### config.mk
export PLATFORM = sky130hd
export DESIGN_NAME = frt_front
export DESIGN_NICKNAME = d
export VERILOG_FILES = /design/src/hdl/frt_pkg.sv /design/src/hdl/frt_front.sv
export SDC_FILE = /design/constraint.sdc
export NUM_CORES = 1
export LEC_CHECK = 0
export BUFFER_PORTS_ARGS = -buffer_cell sky130_fd_sc_hd__buf_2
export CELL_PAD_IN_SITES_DETAIL_PLACEMENT = 0
export CELL_PAD_IN_SITES_GLOBAL_PLACEMENT = 2
export CORE_MARGIN = 2
export CORE_UTILIZATION = 35
export CTS_CLUSTER_SIZE = 25
export DETAILED_ROUTE_END_ITERATION = 16
export HOLD_SLACK_MARGIN = 0.03
export PLACE_DENSITY = 0.77
export SETUP_SLACK_MARGIN = 0.3
export SKIP_LAST_GASP = 1
export SYNTH_ARGS = -nofsm -noshare
export SYNTH_HDL_FRONTEND = slang
export SYNTH_SLANG_ARGS = --single-unit
### constraint.sdc
create_clock -name clk -period 3.35 [get_ports clk]
set_input_delay 0.8375 -clock clk [delete_from_list [all_inputs] [get_ports clk]]
set_output_delay 0.8375 -clock clk [all_outputs]
set_load 0.02 [all_outputs]
### src/hdl/frt_pkg.sv
// ---------------------------------------------------------------------------
// frt_pkg
// shared types and constants of the fragment reassembly table
// ---------------------------------------------------------------------------
package frt_pkg;

  localparam int PAYLOAD_BYTES   = 16;
  localparam int MAX_FRAGMENTS   = 4;
  localparam int SIGNATURE_COUNT = 256;

  localparam int SIG_W  = 8;
  localparam int POS_W  = 2;
  localparam int BYTE_W = 4;
  localparam int SLOT_W = SIG_W + POS_W;
  localparam int ADDR_W = SLOT_W + BYTE_W;
  localparam int TOT_W  = 3;
  localparam int FILL_W = 5;

  typedef enum logic [1:0] {
    KIND_FRAG = 2'd0,
    KIND_TICK = 2'd1,
    KIND_POLL = 2'd2,
    KIND_NONE = 2'd3
  } kind_t;

  typedef enum logic [1:0] {
    RES_EMPTY    = 2'd0,
    RES_BYTE     = 2'd1,
    RES_CONFLICT = 2'd2
  } res_kind_t;

  // one input item, as queued between front and back
  typedef struct packed {
    kind_t             kind;
    logic [SIG_W-1:0]  sig;
    logic [TOT_W-1:0]  total;
    logic [POS_W-1:0]  pos;
    logic [4:0]        len;
    logic [BYTE_W-1:0] bi;
    logic [7:0]        data;
  } item_t;

  typedef struct packed {
    res_kind_t         kind;
    logic [SIG_W-1:0]  sig;
    logic [5:0]        off;
    logic [7:0]        data;
    logic              last;
  } result_t;

  typedef enum logic [3:0] {
    ST_RESET,
    ST_IDLE,
    ST_FRAG_RD,
    ST_FRAG_WR,
    ST_FILL_CLR,
    ST_SCAN_RD,
    ST_SCAN_CHK,
    ST_MSG_RD,
    ST_MSG_OUT,
    ST_EMIT
  } state_t;

endpackage

### src/hdl/frt_front.sv
// ---------------------------------------------------------------------------
// frt_front
// two-entry queue of classified items
// ---------------------------------------------------------------------------
module frt_front (
  input  logic            clk,
  input  logic            rst_n,
  input  logic            in_valid,
  output logic            in_ready,
  input  frt_pkg::item_t  in_item,
  output logic            q_valid,
  input  logic            q_take,
  output frt_pkg::item_t  q_item
);

  frt_pkg::item_t mem_r [2];
  logic           wr_ptr_r, rd_ptr_r;
  logic [1:0]     cnt_r;
  logic           push;
  logic           keep;

  // ticks are queued too so order is kept; unused kind 3 is accepted and dropped
  assign keep     = (in_item.kind != frt_pkg::KIND_NONE);
  assign in_ready = (cnt_r != 2'd2);
  assign push     = in_valid && in_ready && keep;
  assign q_valid  = (cnt_r != 2'd0);
  assign q_item   = mem_r[rd_ptr_r];

  // queue storage
  always_ff @(posedge clk) begin
    if (push) begin
      mem_r[wr_ptr_r] <= in_item;
    end
  end

  // queue pointers
  always_ff @(posedge clk) begin
    if (!rst_n) begin
      wr_ptr_r <= 1'b0;
      rd_ptr_r <= 1'b0;
      cnt_r    <= 2'd0;
    end else begin
      if (push) wr_ptr_r <= ~wr_ptr_r;
      if (q_take) rd_ptr_r <= ~rd_ptr_r;
      cnt_r <= cnt_r + {1'b0, push} - {1'b0, q_take};
    end
  end

endmodule

==> impl_metrics.ini <==
[outcome]
outcome = finished, final reports clean

[die]
coreArea_um2 = 7180
die_y_um = 89.6
die_w_um = 89.6
dieArea_um2 = 8020
io_pins = 70
fp-row-count = 31
initial_core_util_pct = 35.7

[global_routing]
grt_pass1_vias = 1317
grt_pass1_wl_um = 6170
grt_use_total_pct = 10.8
grt_max_degree = 28
antenna_found_initial = 0
grt-ovfl-total = 0

[timing]
tightest_slew_ns = 0.492
post-route-period-util_pct = 77.6
skew_ns = 0.00530
relSlewSlack_pct = 67.1
fmax_ghz = 0.385
setup_viol = 0
timing.final.hold_violations = 0
drv_slew = 0
rsz0062_at_grt = false
finalSetupTns_ns = 0
period_needed_ns = 2.60

[min_path]
whs_path_depth = 2
hold_path_class = flop to flop

[synthesis]
synth_area_leader_cell = edfxtp_1
synth_cells = 128
synth_top_area_share_pct = 75.0
synth_seq_area_share_pct = 78.9
yosys_warnings = 0
synth_flop_cell = edfxtp_1
synthesis.area_um2 = 2560
synth_area_leaders = edfxtp_1, mux2_2, dfxtp_1, xnor2_1, buf_4
synthArstFlopShare_pct = 0
ys_seq_elements = 69
synth-edff-count = 64
synth_cell_types = 18
syn_nets = 165
yosysMostFrequentCell = edfxtp_1
avgSynthCellArea_um2 = 20.0
synthTopCellsByCount = edfxtp_1, mux2_2, dfxtp_1, inv_1, nor2_1

[layout]
final_nets = 245
drive_above_1_share_pct = 56.8
final_cell_area_um2 = 3210
areaGrowthSynthToFinish_pct = 25.4
diodes = 0

[detailed_routing]
vias_per_cell = 4.29
totalWireLength_um = 4330
ant_nets = 0
drcViolationCount = 0
post_drt_wl_per_cell_um = 13.9
dr.first_iter.drc_count = 70
vias = 1338
first_pass_iters = 3

[cts]
clock_latency_ns = 0.32
cts_tree = yes
clock_sinks = 69
post_cts_buffers = 0
clkSlewWorstSetupHoldPaths_ns = 0.07
cts.path.max_buffers = 2
cts_resized = 0
htreeDepth = 3
cts_buffers = 9
ctsHoldBuffers = 0
clockRootBuffer = clkbuf_8

[pwr]
peakVddDrop_mv = 0.218
leakagePower_uw = 0.00120
powerDensity_nw_per_um2 = 608
finalPower_uw = 1950

[critical_path]
r2r-start = cnt_r[1]$_SDFF_PN0_
r2r_cells = 8
r2r-end = cnt_r[1]$_SDFF_PN0_
crit_required_ns = 2.51
worstSetupEndpointType = output pin
critPathArrivalTime_ns = 1.76
crit_path_end = q_item[10]
critPathLaunchType = flop
timing.reg2reg.setup_slack_ns = 1.72
critPathMaxFanout = 27
critPathKind = flop to output pin

[flow_run]
maxCapViolations = 0

[placement]
placed_cell_area_um2 = 3050
io_buffers = 69
hpwl_um = 2820
globalplace.congestion = 0.675
cell families (layout without fill, tap and decap cells):
logic type | count (synthesis) | in the layout | synth area share (%)
AOI/OAI and AO/OA | 4 | 4 | 0.976
xor gates and xnor gates | 3 | 3 | 1.03
muxes | 33 | 33 | 14.5
and+or+nand+nor | 10 | 10 | 2.44
adders and majority gates | 1 | 1 | 0.488
DFF | 69 | 69 | 78.9
buffers and inverters | 8 | 93 | 1.66
area by class of cell:
cell class	count	area, um2
inverters	4	15.0
fillers	649	3960
clock inverters	5	27.5
well taps	99	124
repair buffers	73	388
clock buffers	11	131
flip-flops and latches	69	2020
multi-input cells	51	505
worst max-delay path: stages (launching register included):
cell and delay (ns):
dfxtp_1 0.46, buf_4 0.40, mux2_2 0.39, buf_2 0.16
worst min-delay path by stage:
stage | start | endpoint | slack [ns]
final | wr_ptr_r$_SDFFE_PN0P_ | wr_ptr_r$_SDFFE_PN0P_ | 0.50
after global routing | wr_ptr_r$_SDFFE_PN0P_ | wr_ptr_r$_SDFFE_PN0P_ | 0.53
after CTS | wr_ptr_r$_SDFFE_PN0P_ | wr_ptr_r$_SDFFE_PN0P_ | 0.51
after detailed placement | wr_ptr_r$_SDFFE_PN0P_ | wr_ptr_r$_SDFFE_PN0P_ | 0.49
after global placement | rd_ptr_r$_SDFFE_PN0P_ | rd_ptr_r$_SDFFE_PN0P_ | 0.50
after floorplan | wr_ptr_r$_SDFFE_PN0P_ | wr_ptr_r$_SDFFE_PN0P_ | 0.46
where the power goes:
part	total (uW)	switching [uW]	internal [uW]
combinational	351	207	144
clock	548	284	264
sequential	1060	23.1	1030
total	1950	513	1440
cell usage in the layout, fill, tap and decap left out, types with 2 or more instances in the layout:
master	netlist	final
edfxtp_1	64	64
mux2_2	31	31
clkinv_2	0	3
mux2_1	2	2
buf_2	0	69
buf_4	3	3
nor2_1	4	3
o21ai_0	2	2
clkbuf_1	0	2
dfxtp_1	5	5
and2_1	2	2
xnor2_1	3	3
inv_1	4	4
clkbuf_8	0	9
flip-flops by register name, indices dropped and copies added (netlist names), named ones only:
name	flops
cnt_r	2
mem_r	64
rd_ptr_r	1
wr_ptr_r	1
per-layer routing:
metal | routed length (um) | vias to the layer above | global-route usage, %
met4 | 46 | 0 | 5.70
li1 | - | 646 | -
met5 | 0 | - | 0
met2 | 2100 | 46 | 17.4
met3 | 260 | 5 | 3.51
met1 | 1930 | 641 | 13.0
per-stage QoR:
stage / hold WS [ns] / instances / setup slack, ns / util, %
detailed placement: 0.491 / 296 / 0.982 / 42.6
finish: 0.503 / 312 / 0.751 / 44.8
CTS: 0.507 / 312 / 0.704 / 44.8
floorplan: 0.462 / 128 / 0.343 / -
global placement: 0.497 / 296 / 1.01 / 42.6
global route: 0.526 / 312 / 0.649 / 44.8
Power figures use the tool's default switching activity.
